## src/design/crre_pkg.sv

```systemverilog
// Shared types, codes and constants for the channel request/retransmit engine.
// Used by crre_ram's users, crre_ctrl, crre_datapath and the top level.
package crre_pkg;

   localparam int HEADER_BYTES        = 4;
   localparam int RESULT_CAP          = 8;
   localparam int DEF_CHANNELS        = 8;
   localparam int DEF_MAX_FRAME_BYTES = 64;

   localparam int REQ_DATA_W = 80;
   localparam int RSP_DATA_W = 48;
   localparam int CSR_IDX_W  = 3;
   localparam int CSR_DATA_W = 16;
   localparam int EMIT_W     = $clog2(RESULT_CAP + 1);

   localparam logic [CSR_IDX_W-1:0] CSR_PROTOCOL_VERSION = 3'd0;
   localparam logic [CSR_IDX_W-1:0] CSR_SEND_DELAY       = 3'd1;
   localparam logic [CSR_IDX_W-1:0] CSR_RETRY_INTERVAL   = 3'd2;
   localparam logic [CSR_IDX_W-1:0] CSR_REQUEST_TYPE     = 3'd3;
   localparam logic [CSR_IDX_W-1:0] CSR_REPLY_TYPE       = 3'd4;

   localparam logic [3:0]  RST_PROTOCOL_VERSION = 4'd1;
   localparam logic [15:0] RST_SEND_DELAY       = 16'd100;
   localparam logic [15:0] RST_RETRY_INTERVAL   = 16'd1000;
   localparam logic [3:0]  RST_REQUEST_TYPE     = 4'd1;
   localparam logic [3:0]  RST_REPLY_TYPE       = 4'd2;

   typedef enum logic [1:0] {
      OP_SEND  = 2'd0,
      OP_REPLY = 2'd1,
      OP_RECV  = 2'd2,
      OP_TICK  = 2'd3
   } op_type;

   typedef enum logic [1:0] {
      KIND_STATUS  = 2'd0,
      KIND_TX      = 2'd1,
      KIND_DELIVER = 2'd2
   } kind_type;

   typedef enum logic [2:0] {
      ST_OK          = 3'd0,
      ST_TOO_LONG    = 3'd1,
      ST_BUSY        = 3'd2,
      ST_BAD_CHANNEL = 3'd3,
      ST_BAD_VERSION = 3'd4,
      ST_TOO_SHORT   = 3'd5
   } status_type;

   typedef enum logic [2:0] {
      FSM_IDLE,
      FSM_DECODE,
      FSM_SEND_CHK,
      FSM_RECV_ROW,
      FSM_STATUS,
      FSM_FINISH,
      FSM_SCAN_RD,
      FSM_SCAN_EV
   } fsm_type;

   typedef struct packed {
      kind_type    kind;
      status_type  status;
      logic [7:0]  channel;
      logic [3:0]  mtype;
      logic [15:0] seq;
      logic [15:0] length;
   } rsp_type;

   typedef struct packed {
      logic       load;
      logic       rd_item;
      logic       rd_scan;
      logic       scan_clear;
      logic       scan_next;
      logic       set_lrt;
      logic       send_disp;
      logic       tick_disp;
      logic       recv_row;
      logic       push_status;
      status_type st;
      logic       finish;
   } cmd_type;

   typedef struct packed {
      op_type op;
      logic   too_long;
      logic   bad_channel;
      logic   too_short;
      logic   bad_version;
      logic   busy;
      logic   due;
      logic   emit;
      logic   slot_ready;
      logic   scan_done;
   } stat_type;

endpackage

```

## src/design/crre_ram.sv

```systemverilog
// Generic single-write, single-read RAM with registered read data.
// No dependencies.
module crre_ram #(
   parameter int WIDTH = 8,
   parameter int DEPTH = 8,
   localparam int ADDR_W = (DEPTH > 1) ? $clog2(DEPTH) : 1
) (
   input  logic              clock,
   input  logic              we,
   input  logic [ADDR_W-1:0] waddr,
   input  logic [WIDTH-1:0]  wdata,
   input  logic              re,
   input  logic [ADDR_W-1:0] raddr,
   output logic [WIDTH-1:0]  rdata
);

   logic [WIDTH-1:0] mem_ff [DEPTH];
   logic [WIDTH-1:0] rdata_ff;

   always_ff @(posedge clock) begin
      if (we) begin
         mem_ff[waddr] <= wdata;
      end
      if (re) begin
         rdata_ff <= mem_ff[raddr];
      end
   end

   assign rdata = rdata_ff;

endmodule

```

## src/design/crre_datapath.sv

```systemverilog
// Datapath: item and config registers, per-channel row RAM, dispatch logic,
// one-deep result hold stage and output register. Uses crre_pkg and crre_ram.
module crre_datapath #(
   parameter int CHANNELS        = crre_pkg::DEF_CHANNELS,
   parameter int MAX_FRAME_BYTES = crre_pkg::DEF_MAX_FRAME_BYTES
) (
   input  logic                             clock,
   input  logic                             reset,
   input  logic [crre_pkg::REQ_DATA_W-1:0]  req_tdata,
   input  logic [1:0]                       req_tuser,
   input  logic                             csr_valid,
   output logic                             csr_ready,
   input  logic [crre_pkg::CSR_IDX_W-1:0]   csr_index,
   input  logic [crre_pkg::CSR_DATA_W-1:0]  csr_data,
   output logic                             rsp_tvalid,
   input  logic                             rsp_tready,
   output logic [crre_pkg::RSP_DATA_W-1:0]  rsp_tdata,
   output logic                             rsp_tlast,
   output logic [1:0]                       rsp_tuser,
   input  crre_pkg::cmd_type                cmd,
   output crre_pkg::stat_type               stat
);

   localparam int CH_W = (CHANNELS > 1) ? $clog2(CHANNELS) : 1;
   localparam int SC_W = $clog2(CHANNELS + 1);
   localparam int FL_W = $clog2(MAX_FRAME_BYTES + 1);

   typedef struct packed {
      logic [15:0]     seq;
      logic [FL_W-1:0] flen;
      logic [3:0]      mtype;
      logic            armed;
      logic [31:0]     deadline;
   } row_type;

   localparam int ROW_W = $bits(row_type);

   crre_pkg::op_type op_ff, op_in;
   logic [7:0]  ch_ff, ch_in;
   logic [3:0]  type_ff, type_in;
   logic [3:0]  ver_ff, ver_in;
   logic [15:0] seq_ff, seq_in;
   logic [15:0] cnt_ff, cnt_in;
   logic [31:0] now_ff, now_in;

   logic [3:0]  pv_ff, pv_in;
   logic [15:0] delay_ff, delay_in;
   logic [15:0] retry_ff, retry_in;
   logic [3:0]  reqc_ff, reqc_in;
   logic [3:0]  repc_ff, repc_in;
   logic [31:0] lrt_ff, lrt_in;

   logic [SC_W-1:0]     scan_ff, scan_in;
   logic [CHANNELS-1:0] valid_ff, valid_in;
   logic                rd_valid_ff, rd_valid_in;

   logic              held_valid_ff, held_valid_in;
   crre_pkg::rsp_type held_ff, held_in;
   logic              out_valid_ff, out_valid_in;
   crre_pkg::rsp_type out_ff, out_in;
   logic              out_last_ff, out_last_in;

   logic             ram_we, ram_re;
   logic [CH_W-1:0]  ram_waddr, ram_raddr;
   logic [ROW_W-1:0] ram_wdata, ram_rdata;

   row_type     row_rd, send_row, disp_src, disp_row, recv_wr_row;
   logic [31:0] since_rx, since_dl;
   logic        defer, emit, match, push, out_free, slot_ready;
   logic [7:0]  tx_ch;
   logic [16:0] frame_sum;
   crre_pkg::rsp_type new_res;

   // item latch
   assign op_in   = cmd.load ? crre_pkg::op_type'(req_tuser) : op_ff;
   assign ch_in   = cmd.load ? req_tdata[7:0]   : ch_ff;
   assign type_in = cmd.load ? req_tdata[11:8]  : type_ff;
   assign ver_in  = cmd.load ? req_tdata[15:12] : ver_ff;
   assign seq_in  = cmd.load ? req_tdata[31:16] : seq_ff;
   assign cnt_in  = cmd.load ? req_tdata[47:32] : cnt_ff;
   assign now_in  = cmd.load ? req_tdata[79:48] : now_ff;

   assign csr_ready = 1'b1;

   always_comb begin
      pv_in    = pv_ff;
      delay_in = delay_ff;
      retry_in = retry_ff;
      reqc_in  = reqc_ff;
      repc_in  = repc_ff;
      if (csr_valid && csr_ready) begin
         case (csr_index)
            crre_pkg::CSR_PROTOCOL_VERSION: pv_in    = csr_data[3:0];
            crre_pkg::CSR_SEND_DELAY:       delay_in = csr_data;
            crre_pkg::CSR_RETRY_INTERVAL:   retry_in = csr_data;
            crre_pkg::CSR_REQUEST_TYPE:     reqc_in  = csr_data[3:0];
            crre_pkg::CSR_REPLY_TYPE:       repc_in  = csr_data[3:0];
            default: ;
         endcase
      end
   end

   assign lrt_in = cmd.set_lrt ? now_ff : lrt_ff;

   always_comb begin
      scan_in = scan_ff;
      if (cmd.scan_clear) begin
         scan_in = '0;
      end else if (cmd.scan_next) begin
         scan_in = scan_ff + SC_W'(1);
      end
   end

   // item checks
   assign frame_sum = {1'b0, cnt_ff} + 17'(crre_pkg::HEADER_BYTES);

   // row read; rows never written read as zero
   assign ram_re    = cmd.rd_item | cmd.rd_scan;
   assign ram_raddr = cmd.rd_scan ? scan_ff[CH_W-1:0] : ch_ff[CH_W-1:0];
   assign row_rd    = rd_valid_ff ? row_type'(ram_rdata) : '0;
   assign rd_valid_in = ram_re ? valid_ff[ram_raddr] : rd_valid_ff;

   always_comb begin
      send_row      = row_rd;
      send_row.flen = FL_W'(cnt_ff + 16'(crre_pkg::HEADER_BYTES));
      if (op_ff == crre_pkg::OP_SEND) begin
         send_row.seq   = row_rd.seq + 16'd1;
         send_row.mtype = type_ff;
      end else begin
         send_row.seq   = seq_ff;
         send_row.mtype = repc_ff;
      end
   end

   assign disp_src = (op_ff == crre_pkg::OP_TICK) ? row_rd : send_row;
   assign since_rx = now_ff - lrt_ff;
   assign since_dl = now_ff - row_rd.deadline;
   assign defer    = (lrt_ff != 32'd0) && (since_rx < {16'd0, delay_ff});

   always_comb begin
      disp_row       = disp_src;
      disp_row.armed = 1'b0;
      emit           = 1'b0;
      if (disp_src.flen != '0) begin
         if (defer) begin
            disp_row.armed    = 1'b1;
            disp_row.deadline = lrt_ff + {16'd0, delay_ff};
         end else begin
            emit = 1'b1;
            if (disp_src.mtype == reqc_ff) begin
               disp_row.armed    = 1'b1;
               disp_row.deadline = now_ff + {16'd0, retry_ff};
            end else begin
               disp_row.flen = '0;
            end
         end
      end
   end

   // matching reply idles the channel; its timer is left armed
   assign match = (type_ff == repc_ff) && (row_rd.seq == seq_ff);
   always_comb begin
      recv_wr_row      = row_rd;
      recv_wr_row.flen = '0;
   end

   assign ram_we    = cmd.send_disp | cmd.tick_disp | (cmd.recv_row & match);
   assign ram_waddr = (op_ff == crre_pkg::OP_TICK) ? scan_ff[CH_W-1:0] : ch_ff[CH_W-1:0];
   assign ram_wdata = cmd.recv_row ? ROW_W'(recv_wr_row) : ROW_W'(disp_row);

   always_comb begin
      valid_in = valid_ff;
      if (ram_we) begin
         valid_in[ram_waddr] = 1'b1;
      end
   end

   crre_ram #(
      .WIDTH (ROW_W),
      .DEPTH (CHANNELS)
   ) u_row_ram (
      .clock (clock),
      .we    (ram_we),
      .waddr (ram_waddr),
      .wdata (ram_wdata),
      .re    (ram_re),
      .raddr (ram_raddr),
      .rdata (ram_rdata)
   );

   // results: held one deep so the final one can be flagged last
   assign tx_ch = (op_ff == crre_pkg::OP_TICK) ? 8'(scan_ff) : ch_ff;
   assign push  = ((cmd.send_disp | cmd.tick_disp) & emit) | cmd.recv_row | cmd.push_status;

   always_comb begin
      new_res.kind    = crre_pkg::KIND_TX;
      new_res.status  = crre_pkg::ST_OK;
      new_res.channel = tx_ch;
      new_res.mtype   = disp_src.mtype;
      new_res.seq     = disp_src.seq;
      new_res.length  = 16'(disp_src.flen);
      if (cmd.push_status) begin
         new_res.kind    = crre_pkg::KIND_STATUS;
         new_res.status  = cmd.st;
         new_res.channel = ch_ff;
         new_res.mtype   = 4'd0;
         new_res.seq     = 16'd0;
         new_res.length  = 16'd0;
      end else if (cmd.recv_row) begin
         new_res.kind    = crre_pkg::KIND_DELIVER;
         new_res.channel = ch_ff;
         new_res.mtype   = type_ff;
         new_res.seq     = seq_ff;
         new_res.length  = cnt_ff - 16'(crre_pkg::HEADER_BYTES);
      end
   end

   assign out_free   = !out_valid_ff || rsp_tready;
   assign slot_ready = !held_valid_ff || out_free;

   always_comb begin
      out_valid_in  = out_valid_ff && !rsp_tready;
      out_in        = out_ff;
      out_last_in   = out_last_ff;
      held_valid_in = held_valid_ff;
      held_in       = held_ff;
      if ((push || cmd.finish) && held_valid_ff) begin
         out_valid_in = 1'b1;
         out_in       = held_ff;
         out_last_in  = cmd.finish;
      end
      if (push) begin
         held_valid_in = 1'b1;
         held_in       = new_res;
      end else if (cmd.finish) begin
         held_valid_in = 1'b0;
      end
   end

   always_ff @(posedge clock) begin
      if (reset) begin
         pv_ff         <= crre_pkg::RST_PROTOCOL_VERSION;
         delay_ff      <= crre_pkg::RST_SEND_DELAY;
         retry_ff      <= crre_pkg::RST_RETRY_INTERVAL;
         reqc_ff       <= crre_pkg::RST_REQUEST_TYPE;
         repc_ff       <= crre_pkg::RST_REPLY_TYPE;
         lrt_ff        <= '0;
         scan_ff       <= '0;
         valid_ff      <= '0;
         rd_valid_ff   <= 1'b0;
         held_valid_ff <= 1'b0;
         out_valid_ff  <= 1'b0;
      end else begin
         pv_ff         <= pv_in;
         delay_ff      <= delay_in;
         retry_ff      <= retry_in;
         reqc_ff       <= reqc_in;
         repc_ff       <= repc_in;
         lrt_ff        <= lrt_in;
         scan_ff       <= scan_in;
         valid_ff      <= valid_in;
         rd_valid_ff   <= rd_valid_in;
         held_valid_ff <= held_valid_in;
         out_valid_ff  <= out_valid_in;
      end
   end

   always_ff @(posedge clock) begin
      op_ff       <= op_in;
      ch_ff       <= ch_in;
      type_ff     <= type_in;
      ver_ff      <= ver_in;
      seq_ff      <= seq_in;
      cnt_ff      <= cnt_in;
      now_ff      <= now_in;
      held_ff     <= held_in;
      out_ff      <= out_in;
      out_last_ff <= out_last_in;
   end

   assign rsp_tvalid = out_valid_ff;
   assign rsp_tdata  = {1'b0, out_ff.length, out_ff.seq, out_ff.mtype, out_ff.channel,
                        out_ff.status};
   assign rsp_tuser  = out_ff.kind;
   assign rsp_tlast  = out_last_ff;

   assign stat.op          = op_ff;
   assign stat.too_long    = frame_sum > 17'(MAX_FRAME_BYTES);
   assign stat.bad_channel = ch_ff >= 8'(CHANNELS);
   assign stat.too_short   = cnt_ff < 16'(crre_pkg::HEADER_BYTES);
   assign stat.bad_version = ver_ff != pv_ff;
   assign stat.busy        = row_rd.flen != '0;
   assign stat.due         = row_rd.armed && !since_dl[31];
   assign stat.emit        = emit;
   assign stat.slot_ready  = slot_ready;
   assign stat.scan_done   = scan_ff == SC_W'(CHANNELS);

`ifndef SYNTHESIS
   a_hold_flush_room: assert property (@(posedge clock) disable iff (reset)
      (push && held_valid_ff) |-> out_free)
      else $error("held result overwritten while output register is full");

   a_status_is_last: assert property (@(posedge clock) disable iff (reset)
      (rsp_tvalid && rsp_tuser == crre_pkg::KIND_STATUS) |-> rsp_tlast)
      else $error("status word not flagged last");

   a_ram_single_access: assert property (@(posedge clock) disable iff (reset)
      !(ram_we && ram_re))
      else $error("row read and write in the same cycle");
`endif

endmodule

```

## src/design/crre_ctrl.sv

```systemverilog
// Controller FSM: sequences checks, row reads, dispatch, result pushes and the
// per-tick channel scan. Uses crre_pkg; drives the datapath through cmd_type.
module crre_ctrl (
   input  logic               clock,
   input  logic               reset,
   input  logic               req_tvalid,
   output logic               req_tready,
   input  crre_pkg::stat_type stat,
   output crre_pkg::cmd_type  cmd
);

   localparam int EMIT_W = crre_pkg::EMIT_W;

   crre_pkg::fsm_type    state_ff, state_in;
   crre_pkg::status_type st_ff, st_in;
   logic [EMIT_W-1:0]    emit_cnt_ff, emit_cnt_in;

   always_ff @(posedge clock) begin
      if (reset) begin
         state_ff    <= crre_pkg::FSM_IDLE;
         st_ff       <= crre_pkg::ST_OK;
         emit_cnt_ff <= '0;
      end else begin
         state_ff    <= state_in;
         st_ff       <= st_in;
         emit_cnt_ff <= emit_cnt_in;
      end
   end

   always_comb begin
      state_in    = state_ff;
      st_in       = st_ff;
      emit_cnt_in = emit_cnt_ff;
      cmd         = '0;
      req_tready  = 1'b0;
      case (state_ff)
         crre_pkg::FSM_IDLE: begin
            req_tready = 1'b1;
            if (req_tvalid) begin
               cmd.load = 1'b1;
               state_in = crre_pkg::FSM_DECODE;
            end
         end
         crre_pkg::FSM_DECODE: begin
            case (stat.op)
               crre_pkg::OP_SEND, crre_pkg::OP_REPLY: begin
                  if (stat.too_long) begin
                     st_in    = crre_pkg::ST_TOO_LONG;
                     state_in = crre_pkg::FSM_STATUS;
                  end else if (stat.bad_channel) begin
                     st_in    = crre_pkg::ST_BAD_CHANNEL;
                     state_in = crre_pkg::FSM_STATUS;
                  end else begin
                     cmd.rd_item = 1'b1;
                     state_in    = crre_pkg::FSM_SEND_CHK;
                  end
               end
               crre_pkg::OP_RECV: begin
                  if (stat.too_short) begin
                     st_in    = crre_pkg::ST_TOO_SHORT;
                     state_in = crre_pkg::FSM_STATUS;
                  end else if (stat.bad_version) begin
                     st_in    = crre_pkg::ST_BAD_VERSION;
                     state_in = crre_pkg::FSM_STATUS;
                  end else begin
                     cmd.set_lrt = 1'b1;
                     if (stat.bad_channel) begin
                        st_in    = crre_pkg::ST_BAD_CHANNEL;
                        state_in = crre_pkg::FSM_STATUS;
                     end else begin
                        cmd.rd_item = 1'b1;
                        st_in       = crre_pkg::ST_OK;
                        state_in    = crre_pkg::FSM_RECV_ROW;
                     end
                  end
               end
               crre_pkg::OP_TICK: begin
                  cmd.scan_clear = 1'b1;
                  emit_cnt_in    = '0;
                  state_in       = crre_pkg::FSM_SCAN_RD;
               end
               default: state_in = crre_pkg::FSM_IDLE;
            endcase
         end
         crre_pkg::FSM_SEND_CHK: begin
            if (stat.slot_ready) begin
               if (stat.busy) begin
                  st_in = crre_pkg::ST_BUSY;
               end else begin
                  cmd.send_disp = 1'b1;
                  st_in         = crre_pkg::ST_OK;
               end
               state_in = crre_pkg::FSM_STATUS;
            end
         end
         crre_pkg::FSM_RECV_ROW: begin
            if (stat.slot_ready) begin
               cmd.recv_row = 1'b1;
               state_in     = crre_pkg::FSM_STATUS;
            end
         end
         crre_pkg::FSM_STATUS: begin
            if (stat.slot_ready) begin
               cmd.push_status = 1'b1;
               cmd.st          = st_ff;
               state_in        = crre_pkg::FSM_FINISH;
            end
         end
         crre_pkg::FSM_FINISH: begin
            if (stat.slot_ready) begin
               cmd.finish = 1'b1;
               state_in   = crre_pkg::FSM_IDLE;
            end
         end
         crre_pkg::FSM_SCAN_RD: begin
            if (stat.scan_done || emit_cnt_ff == EMIT_W'(crre_pkg::RESULT_CAP)) begin
               state_in = crre_pkg::FSM_FINISH;
            end else begin
               cmd.rd_scan = 1'b1;
               state_in    = crre_pkg::FSM_SCAN_EV;
            end
         end
         crre_pkg::FSM_SCAN_EV: begin
            if (!stat.due) begin
               cmd.scan_next = 1'b1;
               state_in      = crre_pkg::FSM_SCAN_RD;
            end else if (!stat.emit) begin
               cmd.tick_disp = 1'b1;
               cmd.scan_next = 1'b1;
               state_in      = crre_pkg::FSM_SCAN_RD;
            end else if (stat.slot_ready) begin
               cmd.tick_disp = 1'b1;
               cmd.scan_next = 1'b1;
               emit_cnt_in   = emit_cnt_ff + EMIT_W'(1);
               state_in      = crre_pkg::FSM_SCAN_RD;
            end
         end
         default: state_in = crre_pkg::FSM_IDLE;
      endcase
   end

`ifndef SYNTHESIS
   a_emit_cap: assert property (@(posedge clock) disable iff (reset)
      (state_ff == crre_pkg::FSM_SCAN_EV) |-> (emit_cnt_ff < EMIT_W'(crre_pkg::RESULT_CAP)))
      else $error("tick scan evaluating a channel after the frame cap");
`endif

endmodule

```

## src/design/channel_request_retransmit_engine.sv

```systemverilog
// Items are taken one at a time, only while the controller is idle. A tick's frame waits
// in the hold stage for the next frame or the end of the scan. A tick reads and then
// evaluates each channel in turn (FSM_SCAN_RD, FSM_SCAN_EV) and stops after 8 frames;
// the controller waits for a free result slot before each push, so rsp stalls can hold it.
// Reset (synchronous, active high) restores config defaults, clears all rows via valid bits.
module channel_request_retransmit_engine #(
   parameter int CHANNELS        = crre_pkg::DEF_CHANNELS,
   parameter int MAX_FRAME_BYTES = crre_pkg::DEF_MAX_FRAME_BYTES
) (
   input  logic                            clock,
   input  logic                            reset,
   input  logic                            req_tvalid,
   output logic                            req_tready,
   // channel, message type, version, seq_num, byte_count, now
   input  logic [crre_pkg::REQ_DATA_W-1:0] req_tdata,
   // operation
   input  logic [1:0]                      req_tuser,
   output logic                            rsp_tvalid,
   input  logic                            rsp_tready,
   // status, out_channel, out_type, out_seq, frame_length, one pad bit
   output logic [crre_pkg::RSP_DATA_W-1:0] rsp_tdata,
   // kind
   output logic [1:0]                      rsp_tuser,
   output logic                            rsp_tlast,
   input  logic                            csr_valid,
   output logic                            csr_ready,
   input  logic [crre_pkg::CSR_IDX_W-1:0]  csr_index,
   input  logic [crre_pkg::CSR_DATA_W-1:0] csr_data
);

   crre_pkg::cmd_type  cmd;
   crre_pkg::stat_type stat;

   crre_ctrl u_ctrl (
      .clock      (clock),
      .reset      (reset),
      .req_tvalid (req_tvalid),
      .req_tready (req_tready),
      .stat       (stat),
      .cmd        (cmd)
   );

   crre_datapath #(
      .CHANNELS        (CHANNELS),
      .MAX_FRAME_BYTES (MAX_FRAME_BYTES)
   ) u_datapath (
      .clock      (clock),
      .reset      (reset),
      .req_tdata  (req_tdata),
      .req_tuser  (req_tuser),
      .csr_valid  (csr_valid),
      .csr_ready  (csr_ready),
      .csr_index  (csr_index),
      .csr_data   (csr_data),
      .rsp_tvalid (rsp_tvalid),
      .rsp_tready (rsp_tready),
      .rsp_tdata  (rsp_tdata),
      .rsp_tlast  (rsp_tlast),
      .rsp_tuser  (rsp_tuser),
      .cmd        (cmd),
      .stat       (stat)
   );

endmodule
```

## config.mk

```make
export PLATFORM = sky130hd
export DESIGN_NAME = channel_request_retransmit_engine
export DESIGN_NICKNAME = d
export VERILOG_FILES = /design/src/design/crre_pkg.sv /design/src/design/crre_ram.sv /design/src/design/crre_datapath.sv /design/src/design/crre_ctrl.sv /design/src/design/channel_request_retransmit_engine.sv
export SDC_FILE = /design/constraint.sdc
export NUM_CORES = 1
export LEC_CHECK = 0
export BUFFER_PORTS_ARGS = -buffer_cell sky130_fd_sc_hd__buf_2
export CORE_ASPECT_RATIO = 1.25
export CORE_MARGIN = 2
export CORE_UTILIZATION = 50
export DETAILED_ROUTE_END_ITERATION = 10
export GPL_TIMING_DRIVEN = 1
export PLACE_DENSITY = 0.69
export SLEW_MARGIN = 20
export SYNTH_ARGS = -nofsm -noshare
export SYNTH_HDL_FRONTEND = slang
export SYNTH_HIERARCHICAL = 1
export SYNTH_SLANG_ARGS = --single-unit
```

## constraint.sdc

```tcl
create_clock -name clock -period 8.8 [get_ports clock]
set_clock_uncertainty 0.15 [all_clocks]
set_input_delay 1.76 -clock clock [delete_from_list [all_inputs] [get_ports clock]]
set_output_delay 1.76 -clock clock [all_outputs]
set_load 0.03 [all_outputs]
```

==> flow_summary_export.csv <==
group,metric,value,unit
cells_and_area,multiInputGateArea,13900,sq um
clock_tree,ctsResizeCount,0,
floorplan,core_area,76200,sq um
worst_setup_path,r2r_slack,1.45,ns
floorplan,die_h,315,um
detailed_routing,avgRoutedWirePerCell,25.0,um
global_routing,grt_overflow,0,
synth,syn-cell-area,38600,sq um
cells_and_area,final_common_cell,"edfxtp_1",
worst_setup_path,path_delay_family,"compound AO/OA/AOI/OAI gates",
worst_setup_path,crit_path_end_kind,"flop",
sta,setup_tns,0,ns
synth,synth.distinct_cells,86,
synth,synthTopCellsByArea,"edfxtp_1 (56%), mux4_2 (5.8%), dfxtp_1 (5.2%), ha_1 (3.8%), a21oi_1 (2.6%)",
synth,ys_warn_count,6,
global_routing,grt_pass1_vias,24700,
sta,worst_pin_slew,1.13,ns
pwr,vdd_drop_max,0.166,mV
sta,hold_violations,0,
global_routing,grt_max_degree,81,
detailed_routing,vias_per_cell,6.13,
clock_tree,htree_levels,3,
worst_setup_path,crit_arrival,7.50,ns
clock_tree,post_cts_buffers,0,
global_routing,grtUsageTotal,25.2,%
clock_tree,clk_pin_slew,0.06,ns
detailed_routing,drt_iter0_drc,2270,
global_routing,grt_antenna_before_repair,0,
floorplan,rows,113,
clock_tree,ctsHoldBuffers,0,
detailed_routing,route.detailed.drc,0,
worst_setup_path,cp_num_buf_inv,1,
cells_and_area,final_util,56.3,%
cells_and_area,diodes,0,
detailed_routing,wirelength,101000,um
floorplan,io_pins,160,
cells_and_area,drive_above_1_share,17.3,%
floorplan,die-width,253,um
worst_setup_path,start_kind,"flop",
synth,synthArstFlopShare,0,%
floorplan,dieArea,79500,sq um
cells_and_area,seqCellArea,23700,sq um
synth,syn_avg_cell_area,13.5,sq um
clock_tree,clock-sinks,822,
sta,period_needed,7.35,ns
run_status,status,"completed",
clock_tree,clkLatencyLatePin,0.63,ns
sta,slew_headroom,24.8,%
global_routing,grt_first_pass_wirelength,151000,um
worst_setup_path,cp_slowest_cell,"o21ai_0",
cells_and_area,num-fill-cells,5972,
synth,synth_area_leader_cell,"edfxtp_1",
synth,seq_area_frac_synth,61.3,%
detailed_routing,ant_nets,0,
sta,fin_crit_sh,83.5,%
sta,final-setup-viol-count,0,
clock_tree,root_buffer,"clkbuf_16",
pwr,power.leakage,0.0146,uW
placed_design,port_buffers,157,
sta,final_max_slew_viol_count,0,
cells_and_area,fin_nets,3205,
placed_design,gp_congestion,0.952,
worst_setup_path,critical_path_class,"reg2reg",
clock_tree,clockBufferDepth,3,
clock_tree,cts_buffers,82,
sta,rsz0062_at_grt,"false",
synth,synth_top_area_share,56.1,%
floorplan,start_util,50.7,%
worst_setup_path,required,8.95,ns
placed_design,dp_hpwl,67900,um
detailed_routing,dr.pass1.iters,5,
pwr,p_per_area,212,nW/um^2
clock_tree,cts_tree,"yes",
worst_setup_path,crit_chain,"ha_1, o211ai_1, a21oi_1, nor2_1, o31ai_1, a21boi_0, o21ai_0, xor2_1, ha_1, nand3_1, a21boi_0, a2111oi_0, nand4_1, a2111oi_1, nand3_1, nor4b_4, buf_4, nand2_1, o21ai_0",
sta,clock.fmax,136,MHz
synth,synth_nets,3074,
synth,synth_flop_cell,"edfxtp_1",
detailed_routing,vias,24700,
worst_setup_path,path_max_fanout,40,
cells_and_area,areaGrowthSynthToFinish,11.2,%
hold_path,hp-class,"reg2reg",
synth,synth_edf_count,721,
cells_and_area,layout_common_cells,"edfxtp_1 (721), nand2_1 (229), nor2_1 (198)",
flow_run,cap_violations,0,
synth,netlist_instances,2849,
worst_setup_path,slowest_delay,0.88,ns
synth,synth-seq-cells,822,
power breakdown:
part / total (uW) / internal [uW] / switching [uW]
logic: 1070 / 408 / 662
clock network: 3480 / 2010 / 1480
registers: 4530 / 4430 / 101
total: 9080 / 6840 / 2240
metrics by stage:
step | hold slack (ns) | area, sq um | worst slack [ns] | total power (uW) | cells
3_5_place_dp | 0.255 | 40200 | 1.47 | 5670 | 3873
4_1_cts | 0.269 | 42900 | 1.43 | 9150 | 4025
3_3_place_gp | 0.251 | 40200 | 1.73 | 5650 | 3873
5_1_grt | 0.274 | 42900 | 0.957 | 9390 | 4025
6_report | 0.268 | 42900 | 1.45 | 9080 | 4025
2_1_floorplan | 0.250 | 38600 | 0.992 | 5350 | 2849
Yosys cell counts (24+ instances only):
cell,count
a21o_1,40
a21oi_1,197
a31oi_1,28
buf_1,25
clkbuf_1,77
dfxtp_1,101
edfxtp_1,721
ha_1,116
inv_1,94
mux2_2,68
mux2i_1,55
mux4_2,100
nand2_1,230
nand3_1,52
nand4_1,26
nor2_1,208
nor2b_1,24
nor3_1,41
o21ai_0,95
xnor2_1,79
xor2_1,39
sequential cells by signal, indices dropped and copies added (netlist names), 8 cells and up:
signal	count
u_datapath/u_row_ram/mem_ff	480
u_datapath/u_row_ram/rdata	60
u_datapath/held_ff	49
u_datapath/rsp_tdata	47
u_datapath/lrt_ff	32
u_datapath/now_ff	32
u_datapath/cnt_ff	16
u_datapath/delay_ff	16
u_datapath/retry_ff	16
u_datapath/seq_ff	16
u_datapath/ch_ff	8
u_datapath/valid_ff	8
worst paths after layout:
kind	depth (start not counted)	startpoint	to
worst max-delay path	19	u_datapath/now_ff[2]$_DFFE_PP_	u_datapath/u_row_ram/mem_ff[0][3]$_DFFE_PP_
worst min-delay path	0	u_datapath/held_ff[45]$_SDFFCE_PN0P_	u_datapath/rsp_tdata[1]$_DFFE_PP_
worst max register to register	19	u_datapath/now_ff[2]$_DFFE_PP_	u_datapath/u_row_ram/mem_ff[0][3]$_DFFE_PP_
worst min register to register	0	u_datapath/held_ff[45]$_SDFFCE_PN0P_	u_datapath/rsp_tdata[1]$_DFFE_PP_
per-layer routing:
metal  vias to the layer above  part of all wire, %  track usage, %
met3                       223                  5.5            2.87
met5                         -                    0               0
li1                      11200                    -               -
met4                         0                  4.4            10.9
met2                      1000                   52            45.5
met1                     12300                   38            30.5
cell type report:
class	count	share of cell area [%]
Timing Repair Buffer	189	2.45
Multi-Input combinational cell	1790	32.4
Inverter	95	0.843
Clock buffer	105	5.20
Sequential cell	822	55.2
Clock inverter	47	1.05
Tap cell	977	2.85
cell families (layout without fill, tap and decap cells):
logic type / after synthesis / count (layout) / share of synthesized area, %
DFF: 822 / 822 / 61.3
and+or+nand+nor: 729 / 729 / 8.95
AOI/OAI and AO/OA: 579 / 579 / 9.59
muxes: 243 / 243 / 10.6
buffers and inverters: 237 / 436 / 2.92
adders and majority gates: 119 / 119 / 3.92
xor gates and xnor gates: 118 / 118 / 2.68
other: 2 / 2 / 0.0195
(Power assumes the default switching activity.)
